<file path="src/sv/cpg_pkg.sv">
// ---------------------------------------------------------------------------
// cpg_pkg: shared types and constants for the control pickup gate
// Slot geometry, function codes and the command word passed front to back.
// ---------------------------------------------------------------------------
package cpg_pkg;

    localparam int NUM_DECKS     = 2;
    localparam int DECK_CONTROLS = 8;
    localparam int VALUE_BITS    = 17;
    localparam int TOL_BITS      = 16;
    localparam int NUM_SLOTS     = NUM_DECKS * DECK_CONTROLS + 1;
    localparam int SLOT_W        = $clog2(NUM_SLOTS);
    localparam int COUNT_W       = $clog2(NUM_SLOTS + 1);
    localparam int DIFF_W        = (VALUE_BITS > TOL_BITS) ? VALUE_BITS : TOL_BITS;

    localparam logic [3:0] TEMPO_ID      = 4'd0;
    localparam logic [3:0] CROSSFADER_ID = 4'd8;
    localparam logic [2:0] NO_DECK       = 3'b111;

    localparam logic [TOL_BITS-1:0] TEMPO_TOL_RESET = TOL_BITS'(66);
    localparam logic [TOL_BITS-1:0] MIXER_TOL_RESET = TOL_BITS'(786);

    // configuration register indexes
    localparam logic CFG_TEMPO_TOL = 1'b0;
    localparam logic CFG_MIXER_TOL = 1'b1;

    typedef enum logic [2:0] {
        FUNC_MOVE      = 3'd0,
        FUNC_REMEMBER  = 3'd1,
        FUNC_CLEAR_TGT = 3'd2,
        FUNC_ARM       = 3'd3,
        FUNC_RETARGET  = 3'd4,
        FUNC_CLEAR_ALL = 3'd5
    } func_t;

    // decoded command word, front to back
    typedef struct packed {
        logic [2:0]            func;
        logic                  slot_ok;
        logic [SLOT_W-1:0]     slot;
        logic [TOL_BITS-1:0]   tol;
        logic [VALUE_BITS-1:0] value;
    } cmd_t;

endpackage

</file>
<file path="src/sv/cpg_front.sv">
// ---------------------------------------------------------------------------
// cpg_front: input decode stage
// Holds the tolerance registers, maps control/deck to a slot and pushes
// one decoded command word into the queue.
// ---------------------------------------------------------------------------
module cpg_front (
    input  logic                           clk,
    input  logic                           rst_n,
    input  logic                           start,
    output logic                           busy,
    input  logic [2:0]                     func,
    input  logic [3:0]                     control_id,
    input  logic signed [2:0]              deck_index,
    input  logic [cpg_pkg::VALUE_BITS-1:0] control_value,
    input  logic                           cfg_we,
    input  logic                           cfg_index,
    input  logic [cpg_pkg::TOL_BITS-1:0]   cfg_data,
    input  logic                           q_full,
    output logic                           push,
    output cpg_pkg::cmd_t                  push_word
);

    logic [cpg_pkg::TOL_BITS-1:0] tempo_tol_reg;
    logic [cpg_pkg::TOL_BITS-1:0] mixer_tol_reg;
    logic                         stage_valid_reg;
    cpg_pkg::cmd_t                stage_reg;
    cpg_pkg::cmd_t                dec;
    logic                         take;
    logic                         deck_in_range;

    always_ff @(posedge clk or negedge rst_n)
    begin
        if (!rst_n)
        begin
            tempo_tol_reg <= cpg_pkg::TEMPO_TOL_RESET;
            mixer_tol_reg <= cpg_pkg::MIXER_TOL_RESET;
        end
        else if (cfg_we)
        begin
            if (cfg_index == cpg_pkg::CFG_TEMPO_TOL)
                tempo_tol_reg <= cfg_data;
            else
                mixer_tol_reg <= cfg_data;
        end
    end

    // slot decode: crossfader only without deck, deck controls need a real deck
    always_comb
    begin
        deck_in_range = !deck_index[2] &&
                        (int'(deck_index[1:0]) < cpg_pkg::NUM_DECKS);
        dec.func  = func;
        dec.value = control_value;
        dec.tol   = (control_id == cpg_pkg::TEMPO_ID) ? tempo_tol_reg : mixer_tol_reg;
        if (control_id == cpg_pkg::CROSSFADER_ID)
        begin
            dec.slot_ok = (deck_index == cpg_pkg::NO_DECK);
            dec.slot    = cpg_pkg::SLOT_W'(cpg_pkg::NUM_DECKS * cpg_pkg::DECK_CONTROLS);
        end
        else
        begin
            dec.slot_ok = deck_in_range && (int'(control_id) < cpg_pkg::DECK_CONTROLS);
            dec.slot    = cpg_pkg::SLOT_W'(int'(deck_index[1:0]) * cpg_pkg::DECK_CONTROLS
                                           + int'(control_id));
        end
    end

    assign push      = stage_valid_reg && !q_full;
    assign busy      = stage_valid_reg && q_full;
    assign take      = start && !busy;
    assign push_word = stage_reg;

    always_ff @(posedge clk or negedge rst_n)
    begin
        if (!rst_n)
            stage_valid_reg <= 1'b0;
        else if (take)
            stage_valid_reg <= 1'b1;
        else if (push)
            stage_valid_reg <= 1'b0;
    end

    always_ff @(posedge clk)
    begin
        if (take)
            stage_reg <= dec;
    end

endmodule

</file>
<file path="src/sv/cpg_queue.sv">
// ---------------------------------------------------------------------------
// cpg_queue: two-entry command queue
// Decouples the decode stage from the slot table update.
// ---------------------------------------------------------------------------
module cpg_queue (
    input  logic          clk,
    input  logic          rst_n,
    input  logic          push,
    input  cpg_pkg::cmd_t push_word,
    input  logic          pop,
    output cpg_pkg::cmd_t pop_word,
    output logic          full,
    output logic          empty
);

    cpg_pkg::cmd_t entry_reg [2];
    logic          wr_ptr_reg;
    logic          rd_ptr_reg;
    logic [1:0]    fill_reg;
    logic          do_push;
    logic          do_pop;

    assign full     = (fill_reg == 2'd2);
    assign empty    = (fill_reg == 2'd0);
    assign do_push  = push && !full;
    assign do_pop   = pop && !empty;
    assign pop_word = entry_reg[rd_ptr_reg];

    always_ff @(posedge clk or negedge rst_n)
    begin
        if (!rst_n)
        begin
            wr_ptr_reg <= 1'b0;
            rd_ptr_reg <= 1'b0;
            fill_reg   <= 2'd0;
        end
        else
        begin
            if (do_push)
                wr_ptr_reg <= !wr_ptr_reg;
            if (do_pop)
                rd_ptr_reg <= !rd_ptr_reg;
            if (do_push && !do_pop)
                fill_reg <= fill_reg + 2'd1;
            else if (do_pop && !do_push)
                fill_reg <= fill_reg - 2'd1;
        end
    end

    always_ff @(posedge clk)
    begin
        if (do_push)
            entry_reg[wr_ptr_reg] <= push_word;
    end

endmodule

</file>
<file path="src/sv/cpg_back.sv">
// ---------------------------------------------------------------------------
// cpg_back: slot table and result stage
// One read-modify-write of the slot table per command; result registered.
// ---------------------------------------------------------------------------
module cpg_back (
    input  logic                         clk,
    input  logic                         rst_n,
    input  logic                         cmd_valid,
    input  cpg_pkg::cmd_t                cmd,
    output logic                         done,
    output logic                         accepted,
    output logic                         state_changed,
    output logic                         retarget_notice,
    output logic                         pickup_active,
    output logic [cpg_pkg::COUNT_W-1:0]  pending_count
);

    logic [cpg_pkg::VALUE_BITS-1:0] hw_value_reg     [cpg_pkg::NUM_SLOTS];
    logic [cpg_pkg::VALUE_BITS-1:0] target_value_reg [cpg_pkg::NUM_SLOTS];
    logic [cpg_pkg::NUM_SLOTS-1:0]  known_reg;
    logic [cpg_pkg::NUM_SLOTS-1:0]  pend_reg;
    logic [cpg_pkg::COUNT_W-1:0]    count_reg;
    logic [cpg_pkg::COUNT_W-1:0]    count_next;

    logic                           done_reg;
    logic                           accepted_reg;
    logic                           changed_reg;
    logic                           notice_reg;

    logic [cpg_pkg::VALUE_BITS-1:0] hw_s;
    logic [cpg_pkg::VALUE_BITS-1:0] tgt_s;
    logic                           known_s;
    logic                           pend_s;
    logic [cpg_pkg::VALUE_BITS-1:0] ref_v;
    logic [cpg_pkg::VALUE_BITS-1:0] diff;
    logic                           near;
    logic                           keep;

    logic hw_we, tgt_we, pend_we, pend_val, pend_clr, known_clr;
    logic acc_c, chg_c, notice_c;

    assign hw_s    = hw_value_reg[cmd.slot];
    assign tgt_s   = target_value_reg[cmd.slot];
    assign known_s = known_reg[cmd.slot];
    assign pend_s  = pend_reg[cmd.slot];

    // one distance check: a move compares with the target, arm/retarget with hw
    assign ref_v = (cmd.func == cpg_pkg::FUNC_MOVE) ? tgt_s : hw_s;
    assign diff  = (cmd.value >= ref_v) ? (cmd.value - ref_v) : (ref_v - cmd.value);
    assign near  = (cpg_pkg::DIFF_W'(diff) <= cpg_pkg::DIFF_W'(cmd.tol));
    assign keep  = !(known_s && near);

    always_comb
    begin
        hw_we      = 1'b0;
        tgt_we     = 1'b0;
        pend_we    = 1'b0;
        pend_val   = 1'b0;
        pend_clr   = 1'b0;
        known_clr  = 1'b0;
        acc_c      = 1'b0;
        chg_c      = 1'b0;
        notice_c   = 1'b0;
        count_next = count_reg;
        case (cpg_pkg::func_t'(cmd.func))
            cpg_pkg::FUNC_MOVE:
            begin
                acc_c = 1'b1;
                if (cmd.slot_ok)
                begin
                    hw_we = 1'b1;
                    if (pend_s)
                    begin
                        chg_c = 1'b1;
                        acc_c = 1'b0;
                        if (near)
                        begin
                            pend_we    = 1'b1;
                            count_next = count_reg - cpg_pkg::COUNT_W'(1);
                        end
                    end
                end
            end
            cpg_pkg::FUNC_REMEMBER:
                hw_we = cmd.slot_ok;
            cpg_pkg::FUNC_CLEAR_TGT:
            begin
                pend_clr   = 1'b1;
                count_next = '0;
            end
            cpg_pkg::FUNC_ARM:
            begin
                if (cmd.slot_ok && keep)
                begin
                    tgt_we   = 1'b1;
                    pend_we  = 1'b1;
                    pend_val = 1'b1;
                    if (!pend_s)
                        count_next = count_reg + cpg_pkg::COUNT_W'(1);
                end
            end
            cpg_pkg::FUNC_RETARGET:
            begin
                if (cmd.slot_ok)
                begin
                    tgt_we     = 1'b1;
                    pend_we    = 1'b1;
                    pend_val   = keep;
                    count_next = count_reg - cpg_pkg::COUNT_W'(pend_s)
                                 + cpg_pkg::COUNT_W'(keep);
                    notice_c   = !pend_s || (tgt_s != cmd.value) || (count_next == '0);
                end
            end
            cpg_pkg::FUNC_CLEAR_ALL:
            begin
                pend_clr   = 1'b1;
                known_clr  = 1'b1;
                count_next = '0;
            end
            default:
            begin
                count_next = count_reg;
            end
        endcase
    end

    always_ff @(posedge clk or negedge rst_n)
    begin
        if (!rst_n)
        begin
            known_reg    <= '0;
            pend_reg     <= '0;
            count_reg    <= '0;
            done_reg     <= 1'b0;
            accepted_reg <= 1'b0;
            changed_reg  <= 1'b0;
            notice_reg   <= 1'b0;
        end
        else
        begin
            done_reg <= cmd_valid;
            if (cmd_valid)
            begin
                count_reg    <= count_next;
                accepted_reg <= acc_c;
                changed_reg  <= chg_c;
                notice_reg   <= notice_c;
                if (known_clr)
                    known_reg <= '0;
                else if (hw_we)
                    known_reg[cmd.slot] <= 1'b1;
                if (pend_clr)
                    pend_reg <= '0;
                else if (pend_we)
                    pend_reg[cmd.slot] <= pend_val;
            end
        end
    end

    always_ff @(posedge clk)
    begin
        if (cmd_valid && hw_we)
            hw_value_reg[cmd.slot] <= cmd.value;
        if (cmd_valid && tgt_we)
            target_value_reg[cmd.slot] <= cmd.value;
    end

    assign done            = done_reg;
    assign accepted        = accepted_reg;
    assign state_changed   = changed_reg;
    assign retarget_notice = notice_reg;
    assign pending_count   = count_reg;
    assign pickup_active   = (count_reg != '0);

endmodule

</file>
<file path="src/sv/control_pickup_gate_core.sv">
// ---------------------------------------------------------------------------
// control_pickup_gate_core: soft-takeover gate for absolute controller knobs
// Decode front, two-word queue, slot table back end.
// ---------------------------------------------------------------------------
// A word is taken on a clock edge with start high and busy low. Each word
// yields exactly one result, shown for one cycle with done high, after it
// passes the decode register, the queue and the slot table update.
// The receiver cannot stall: the back end retires one word per cycle, so
// busy stays low in normal use and a new word may be issued every cycle;
// sustained rate is one word per clock, set by the single read-modify-write
// of the 17-slot table. Slots 0..15 are deck*8+control, slot 16 is the
// crossfader (control 8 with deck -1). Unsupported control/deck pairs pass
// moves through and leave the table alone. The user must write tolerances
// through cfg_we/cfg_index/cfg_data (0 tempo, 1 mixer) only while no word
// is in flight; the block does not enforce this. Physical and target values
// are read only once written, so no clearing pass is needed after reset.
// ---------------------------------------------------------------------------
module control_pickup_gate_core (
    input  logic                           clk,
    input  logic                           rst_n,
    input  logic                           start,
    output logic                           busy,
    input  logic [2:0]                     func,
    input  logic [3:0]                     control_id,
    input  logic signed [2:0]              deck_index,
    input  logic [cpg_pkg::VALUE_BITS-1:0] control_value,
    input  logic                           cfg_we,
    input  logic                           cfg_index,
    input  logic [cpg_pkg::TOL_BITS-1:0]   cfg_data,
    output logic                           done,
    output logic                           accepted,
    output logic                           state_changed,
    output logic                           retarget_notice,
    output logic                           pickup_active,
    output logic [cpg_pkg::COUNT_W-1:0]    pending_count
);

    logic          q_full;
    logic          q_empty;
    logic          push;
    cpg_pkg::cmd_t push_word;
    cpg_pkg::cmd_t pop_word;

    cpg_front u_front (
        .clk           (clk),
        .rst_n         (rst_n),
        .start         (start),
        .busy          (busy),
        .func          (func),
        .control_id    (control_id),
        .deck_index    (deck_index),
        .control_value (control_value),
        .cfg_we        (cfg_we),
        .cfg_index     (cfg_index),
        .cfg_data      (cfg_data),
        .q_full        (q_full),
        .push          (push),
        .push_word     (push_word)
    );

    // back end never stalls, so the queue drains one word every cycle
    cpg_queue u_queue (
        .clk       (clk),
        .rst_n     (rst_n),
        .push      (push),
        .push_word (push_word),
        .pop       (!q_empty),
        .pop_word  (pop_word),
        .full      (q_full),
        .empty     (q_empty)
    );

    cpg_back u_back (
        .clk             (clk),
        .rst_n           (rst_n),
        .cmd_valid       (!q_empty),
        .cmd             (pop_word),
        .done            (done),
        .accepted        (accepted),
        .state_changed   (state_changed),
        .retarget_notice (retarget_notice),
        .pickup_active   (pickup_active),
        .pending_count   (pending_count)
    );

    // pending count never exceeds the slot count
    a_count_range: assert property (@(posedge clk) disable iff (!rst_n)
        pending_count <= cpg_pkg::COUNT_W'(cpg_pkg::NUM_SLOTS))
        else $error("pending count out of range");

    // a consumed move is never also passed through
    a_consumed: assert property (@(posedge clk) disable iff (!rst_n)
        done && state_changed |-> !accepted)
        else $error("move both consumed and passed");

    // a result follows every word issued
    a_latency: assert property (@(posedge clk) disable iff (!rst_n)
        start && !busy |-> ##3 done)
        else $error("missing result");

    // the pending count moves by at most one unless it drops to zero
    a_count_step: assert property (@(posedge clk) disable iff (!rst_n)
        done && $past(done) |->
            pending_count == '0 ||
            pending_count == $past(pending_count) ||
            pending_count == $past(pending_count) + cpg_pkg::COUNT_W'(1) ||
            pending_count == $past(pending_count) - cpg_pkg::COUNT_W'(1))
        else $error("pending count jumped");

endmodule
</file>
<file path="config.mk">
export PLATFORM = sky130hd
export DESIGN_NAME = control_pickup_gate_core
export DESIGN_NICKNAME = d
export VERILOG_FILES = /design/src/sv/cpg_pkg.sv /design/src/sv/cpg_front.sv /design/src/sv/cpg_queue.sv /design/src/sv/cpg_back.sv /design/src/sv/control_pickup_gate_core.sv
export SDC_FILE = /design/constraint.sdc
export NUM_CORES = 1
export LEC_CHECK = 0
export BUFFER_PORTS_ARGS = -buffer_cell sky130_fd_sc_hd__buf_2
export CAP_MARGIN = 20
export CELL_PAD_IN_SITES_DETAIL_PLACEMENT = 1
export CELL_PAD_IN_SITES_GLOBAL_PLACEMENT = 1
export CORE_UTILIZATION = 50
export DETAILED_ROUTE_END_ITERATION = 10
export PLACE_DENSITY_LB_ADDON = 0.1
export RECOVER_POWER = 50
export SLEW_MARGIN = 20
export SYNTH_ARGS = -nofsm -noshare
export SYNTH_HDL_FRONTEND = slang
export SYNTH_SLANG_ARGS = --single-unit
</file>
<file path="constraint.sdc">
create_clock -name clk -period 12.25 [get_ports clk]
set_input_delay 0.6125 -clock clk [delete_from_list [all_inputs] [get_ports clk]]
set_output_delay 0.6125 -clock clk [all_outputs]
set_load 0.02 [all_outputs]
</file>
==> results.ini, run 1 <==
[status]
outcome = complete, but fails checks
violations = capacitance limit, slew limit

[critical_path]
path_class = reg -> reg
start_kind = flip-flop
cp-end-kind = flip-flop
startpoint = u_queue.rd_ptr_reg$_DFFE_PN0N_
arrival_ns = 10.57
critical-path-slowest-cell = mux2_8
timing.rr.start = u_queue.rd_ptr_reg$_DFFE_PN0N_
critPathMaxStageDelay_ns = 0.73
critPathRequiredTime_ns = 12.69
path_max_fanout = 64

[placement]
dp_hpwl_um = 55570
port_buffers = 58
gp_congestion = 0.9551
dp_cells = 2731

[clock_network]
cts_root_buffer = clkbuf_16
clock-sinks = 784
cts.reportedPaths.clkPinSlew_ns = 0.06
clk_path_buf_depth = 3
cts_tree = built
worstSkewPairLatency_ns = 0.64
htree_levels = 3
cts_hold_buf = 1
cts_resized = 0
cts_setup_buffers = 0
cts_buffers = 81

[floorplanning]
core-area_mm2 = 0.06446
die_h_um = 257.4
num_io_pins = 59
die_area_mm2 = 0.06624
initial_utilization_pct = 50.58
die_w_um = 257.4
num_rows = 93

[sta]
max_slew_margin_pct = -100.2
fin_crit_ns = 10.13
finalSetupViolCount = 0
fin_crit_sh_pct = 82.70
hold_viol_final = 0
maxSlewViolCount = 433
setup_tns_ns = 0
skew_ns = 0.03267
rsz0062_at_grt = false
fmax_mhz = 98.71
tightest_slew_ns = 3.003

[yosys]
synth_cells = 1864
synth-main-ff-cell = edfxtp_1
syn_area_mm2 = 0.03261
synth-async-reset-ratio_pct = 10.20
yosys_warnings = 0
ys_ff_latch = 784
synth.distinct_cells = 76
syn_area_per_cell_um2 = 17.49
seq_area_frac_synth_pct = 70.99
syn_nets = 1977
synth.largest_area_cell = edfxtp_1
synth_most_common_cell = edfxtp_1
synth_common_cells = 704 x edfxtp_1, 130 x mux4_2, 110 x nand2_1
ys_top_cells_by_area = edfxtp_1 65%, mux4_2 9.0%, dfrtp_1 5.7%
synth_top_area_share_pct = 64.83
synth_edf_count = 704

[global_route]
antenna_found_initial = 3
overflow = 0
grt_usage_pct = 27.26
grt_first_pass_wirelength_um = 129200
grt_pass1_vias = 18561
grt_max_degree = 80

[routing]
via_per_inst = 6.229
routed_wl_um = 89130
wl_per_cell_um = 30.92
route.detailed.drc = 0
dr_total_vias = 17953
drtAntennaViolNets = 0
dr.pass1.iters = 5
drt_iter0_markers = 2042

[power_and_ir_drop]
power_density_mw_per_mm2 = 286.7
power_mw = 10.49
vdd_drop_max_mv = 0.1674
p_leak_nw = 12.48

[hold_path]
min_path_type = in -> reg
worstHoldStart = control_value[11]

[job]
cap_violations = 11

[cells_and_area]
diodes = 0
syn_to_final_growth_pct = 12.21
drive_gt1_share_pct = 22.20
final_cells = 2882
layout.nets = 2074

## cells by family (layout without fill, tap and decap cells)
family,count (synthesis),after routing,share of synthesized area [%]
and+or+nand+nor,280,280,3.918
DFF,784,784,70.99
xor gates and xnor gates,45,45,1.232
buffers and inverters,144,307,2.018
AOI/OAI and AO/OA,290,290,6.117
muxes,256,256,13.13
adders and majority gates,65,65,2.586
## per-layer routing
| layer | up-vias | track usage (%) | wire length, um | share of wire [%] |
|---|---|---|---|---|
| met3 | 138 | 3.172 | 4531 | 5.1 |
| met1 | 9651 | 39.83 | 39410 | 44 |
| met5 | - | 0 | 0 | 0 |
| met4 | 0 | 8.021 | 2165 | 2.4 |
| met2 | 577 | 43.48 | 43020 | 48 |
| li1 | 7587 | - | - | - |
## layout by cell type (no fill, tap or decap), drive strengths merged, types with 61 or more instances in the layout
cell / count
mux2i: 66
o21ai: 74
dfrtp: 74
ha: 61
buf: 76
edfxtp: 704
clkbuf: 130
nand2: 111
mux4: 131
nor2: 79
## report_power, final
group / leakage (nW) / switching [mW] / internal (mW)
registers: 7.40 / 0.120 / 3.50
clock network: 1.24 / 1.02 / 1.34
logic: 3.85 / 2.93 / 1.59
## stage by stage
stage / setup slack, ns / cell area, um^2 / hold WS, ns / utilization, %
CTS: 2.209 / 36650 / 0.1292 / 56.85
global route: 1.307 / 36590 / 0.1442 / 56.76
detailed placement: 2.217 / 34110 / 0.4360 / 52.91
finish: 2.119 / 36590 / 0.1651 / 56.76
global placement: 2.333 / 34110 / 0.4239 / 52.91
floorplan: 4.263 / 32610 / 0.3169 / -
## cell type report
cell class,count,area (um^2)
clock buffer,102,2147
clock inverter,47,382.9
fill,5792,27870
inverter,53,198.9
multi-input combinational,936,9039
sequential,784,23150
tap,855,1070
timing repair buffer,105,603.1
## critical path: cells and delay by family, from the launching register on
| family | cells | cell delay, ns |
|---|---|---|
| AOI/OAI and AO/OA | 13 | 3.27 |
| xor gates and xnor gates | 2 | 0.37 |
| adders and majority gates | 4 | 1.21 |
| buffers and inverters | 4 | 0.70 |
| DFF | 1 | 0.63 |
| muxes | 3 | 1.68 |
| and+or+nand+nor | 9 | 1.92 |
## final timing paths
| path | endpoint | slack (ns) | cells after the start |
|---|---|---|---|
| max | u_back.retarget_notice$_DFFE_PN0N_ | 2.12 | 35 |
| min | u_front.push_word[11]$_DFFE_PP_ | 0.17 | 1 |
| max reg2reg | u_back.retarget_notice$_DFFE_PN0N_ | 2.12 | 35 |
| min reg2reg | u_queue.entry_reg[0][20]$_DFFE_PP_ | 0.45 | 0 |
| max in group asynchronous | u_back.pend_reg[15]$_DFFE_PN0P_ | 7.80 | 3 |
| min in group asynchronous | u_front.stage_valid_reg$_DFFE_PN0P_ | 1.13 | 2 |
Note: power is estimated with default switching activity, not from simulation.
==> run 2, diff against run 1 <==
Settings changed: CORE_UTILIZATION 50 to 49.
Clock period 12.25 ns to 8.5 ns, I/O delays scaled along.
==> run 2 against run 1 <==
Net effect: the flow still finishes with violations (capacitance limit, slew limit); total power is 53% higher; global-route usage increased by 0.37 points; first-iteration DRC count down 13%; sequential share of layout area fell by 2.4 points; critical path depth up 3; clock-buffer cell count grew 4; utilization grew 1.1 points; setup slack got worse by 1.6 ns; hold slack got worse by 0.14 ns; cell count is 4.5% higher; sequential power rose by 43%; critical endpoint unchanged.
==> results.ini, run 2 (same netlist as run 1, synthesis figures left out) <==
[hold_path]
min_path_type = in -> reg

[routing]
routed_wl_um = 92380  ; +3.6%
dr.pass1.iters = 5  ; unchanged
wl_met1_um = 38740  ; -1.7%
wl_met2_um = 44120  ; +2.6%
dr_total_vias = 18448  ; +2.8%
met3_length_um = 6637  ; +46%
drt_iter0_markers = 1781  ; -13%
wl_per_cell_um = 30.68  ; -0.79%
via_per_inst = 6.127  ; -1.6%
route.detailed.drc = 0  ; unchanged
top_layer_used = met4
drtAntennaViolNets = 0  ; unchanged

[cells_and_area]
final_common_cell = edfxtp_1
drive_gt1_share_pct = 27.21  ; +5.0 points
final_util_pct = 57.86  ; +1.1 points
final_cell_mix = 704 x edfxtp_1, 130 x mux4_2, 111 x buf_4
n_fill_cell = 5805  ; +0.22%
layout.nets = 2192  ; +5.7%
seq_area_mm2 = 0.02315  ; about the same
syn_to_final_growth_pct = 16.66
multi_input_area_mm2 = 0.009208  ; +1.9%

[placement]
gp_congestion = 0.8642  ; -9.5%
dp_hpwl_um = 58250  ; +4.8%
port_buffers = 58  ; unchanged

[sta]
max_slew_margin_pct = -95.46  ; +4.7 points
fin_crit_ns = 7.965  ; -2.165 ns
hold_viol_final = 0  ; unchanged
rsz0062_at_grt = false
maxSlewViolCount = 328  ; -24%
hold_ws_ns = 0.02576  ; -0.1393 ns
tightest_slew_ns = 2.932  ; -0.07058 ns
finalSetupViolCount = 0  ; unchanged
fin_crit_sh_pct = 93.71  ; +11 points
skew_ns = 0.03083  ; -0.001840 ns
setup_tns_ns = 0  ; unchanged
fmax_mhz = 125.5  ; +27%

[clock_network]
htree_levels = 3  ; unchanged
clk_path_buf_depth = 3  ; unchanged
cts.reportedPaths.clkPinSlew_ns = 0.06  ; about the same
cts_buffers = 81  ; unchanged
cts_tree = built
clock-sinks = 784  ; unchanged
cts_root_buffer = clkbuf_16
worstSkewPairLatency_ns = 0.64  ; about the same

[power_and_ir_drop]
vdd_drop_max_mv = 0.2480  ; +48%
power_density_mw_per_mm2 = 422.0  ; +47%
p_leak_nw = 13.22  ; +5.9%
power_mw = 16.05  ; +53%

[critical_path]
reg2reg_to = u_back.retarget_notice$_DFFE_PN0N_
critPathRequiredTime_ns = 8.98  ; -3.71 ns
path_max_fanout = 16  ; -75%
start_kind = flip-flop
worst-path-stages = 38  ; +8.6%
arrival_ns = 8.44  ; -2.13 ns
critical_path.top_delay_family = compound AO/OA/AOI/OAI gates
path_buf_inv = 7  ; +3
timing.rr.start = u_queue.rd_ptr_reg$_DFFE_PN0N_
critPathMaxStageDelay_ns = 0.54  ; -0.19 ns
startpoint = u_queue.rd_ptr_reg$_DFFE_PN0N_
critical-path-slowest-cell = mux4_2
path_class = reg -> reg
reg2reg_slack_ns = 0.53  ; -1.58 ns
cp-endpoint = u_back.retarget_notice$_DFFE_PN0N_
reg2reg_depth = 38  ; +8.6%
cp-end-kind = flip-flop

[floorplanning]
die_h_um = 260.0  ; +1.0%
die_area_mm2 = 0.06758  ; +2.0%
initial_utilization_pct = 49.60  ; -0.99 points
die_w_um = 260.0  ; +1.0%
num_io_pins = 59  ; unchanged
core-area_mm2 = 0.06575  ; +2.0%
num_rows = 94  ; +1.1%

[global_route]
grt_pass1_vias = 19368  ; +4.3%
grt_usage_pct = 27.63  ; +0.37 points
overflow = 0  ; unchanged
grt_first_pass_wirelength_um = 132000  ; +2.2%
antenna_found_initial = 2  ; -1
grt_max_degree = 49  ; -39%

[status]
violations = capacitance limit, slew limit
outcome = complete, but fails checks

[job]
cap_violations = 9  ; -2

[run 2: what timing repair did]
item                                    CTS  global route
pin swaps                                 0            18
gates cloned                              0             2
endpoints found under the setup margin    1           311
hold buffers                             22             0
setup buffers                             0            20
gates resized for setup                   1            61
hold endpoints to repair                 52             0
[run 2: worst min-delay path by stage]
stage,start,end,slack (ns),cells after the start
6_report,start,u_front.stage_valid_reg$_DFFE_PN0P_,0.03,2
5_1_grt,start,u_front.stage_valid_reg$_DFFE_PN0P_,0.02,2
4_1_cts,control_id[2],u_front.push_word[35]$_SDFFCE_PP0P_,0.004,1
3_5_place_dp,rst_n,u_front.tempo_tol_reg[9]$_DFFE_PN0P_,0.43,1
3_3_place_gp,rst_n,u_front.tempo_tol_reg[9]$_DFFE_PN0P_,0.43,1
2_1_floorplan,rst_n,u_back.accepted$_DFFE_PN0N_,0.13,0
[run 2: metrics by stage]
| step | std cells | area [um^2] | setup WS [ns] |
|---|---|---|---|
| floorplan | 1864 | 32610 | 0.5127 |
| global placement | 2816 | 34830 | 0.06574 |
| detailed placement | 2816 | 34830 | 0.02241 |
| CTS | 2988 | 37670 | 0.01224 |
| global route | 3011 | 38040 | 0.04614 |
| finish | 3011 | 38040 | 0.5346 |
[run 2: power breakdown]
| group | internal [mW] | switching [mW] |
|---|---|---|
| clock | 2.01 | 1.50 |
| combinational | 2.91 | 4.45 |
| sequential | 5.02 | 0.162 |
[run 2: final cells by class]
| type | count | share of cell area [%] |
|---|---|---|
| Antenna cell | 1 | 0.006579 |
| Clock buffer | 106 | 5.740 |
| Clock inverter | 44 | 1.132 |
| Inverter | 53 | 0.5230 |
| Multi-Input combinational cell | 938 | 24.21 |
| Sequential cell | 784 | 60.86 |
| Tap cell | 864 | 2.842 |
| Timing Repair Buffer | 221 | 4.690 |
[run 2: routing by layer]
metal	track usage (%)	up-vias
li1	-	7826
met1	37.88	9779
met2	43.86	683
met3	6.121	160
met4	9.461	0
met5	0	-
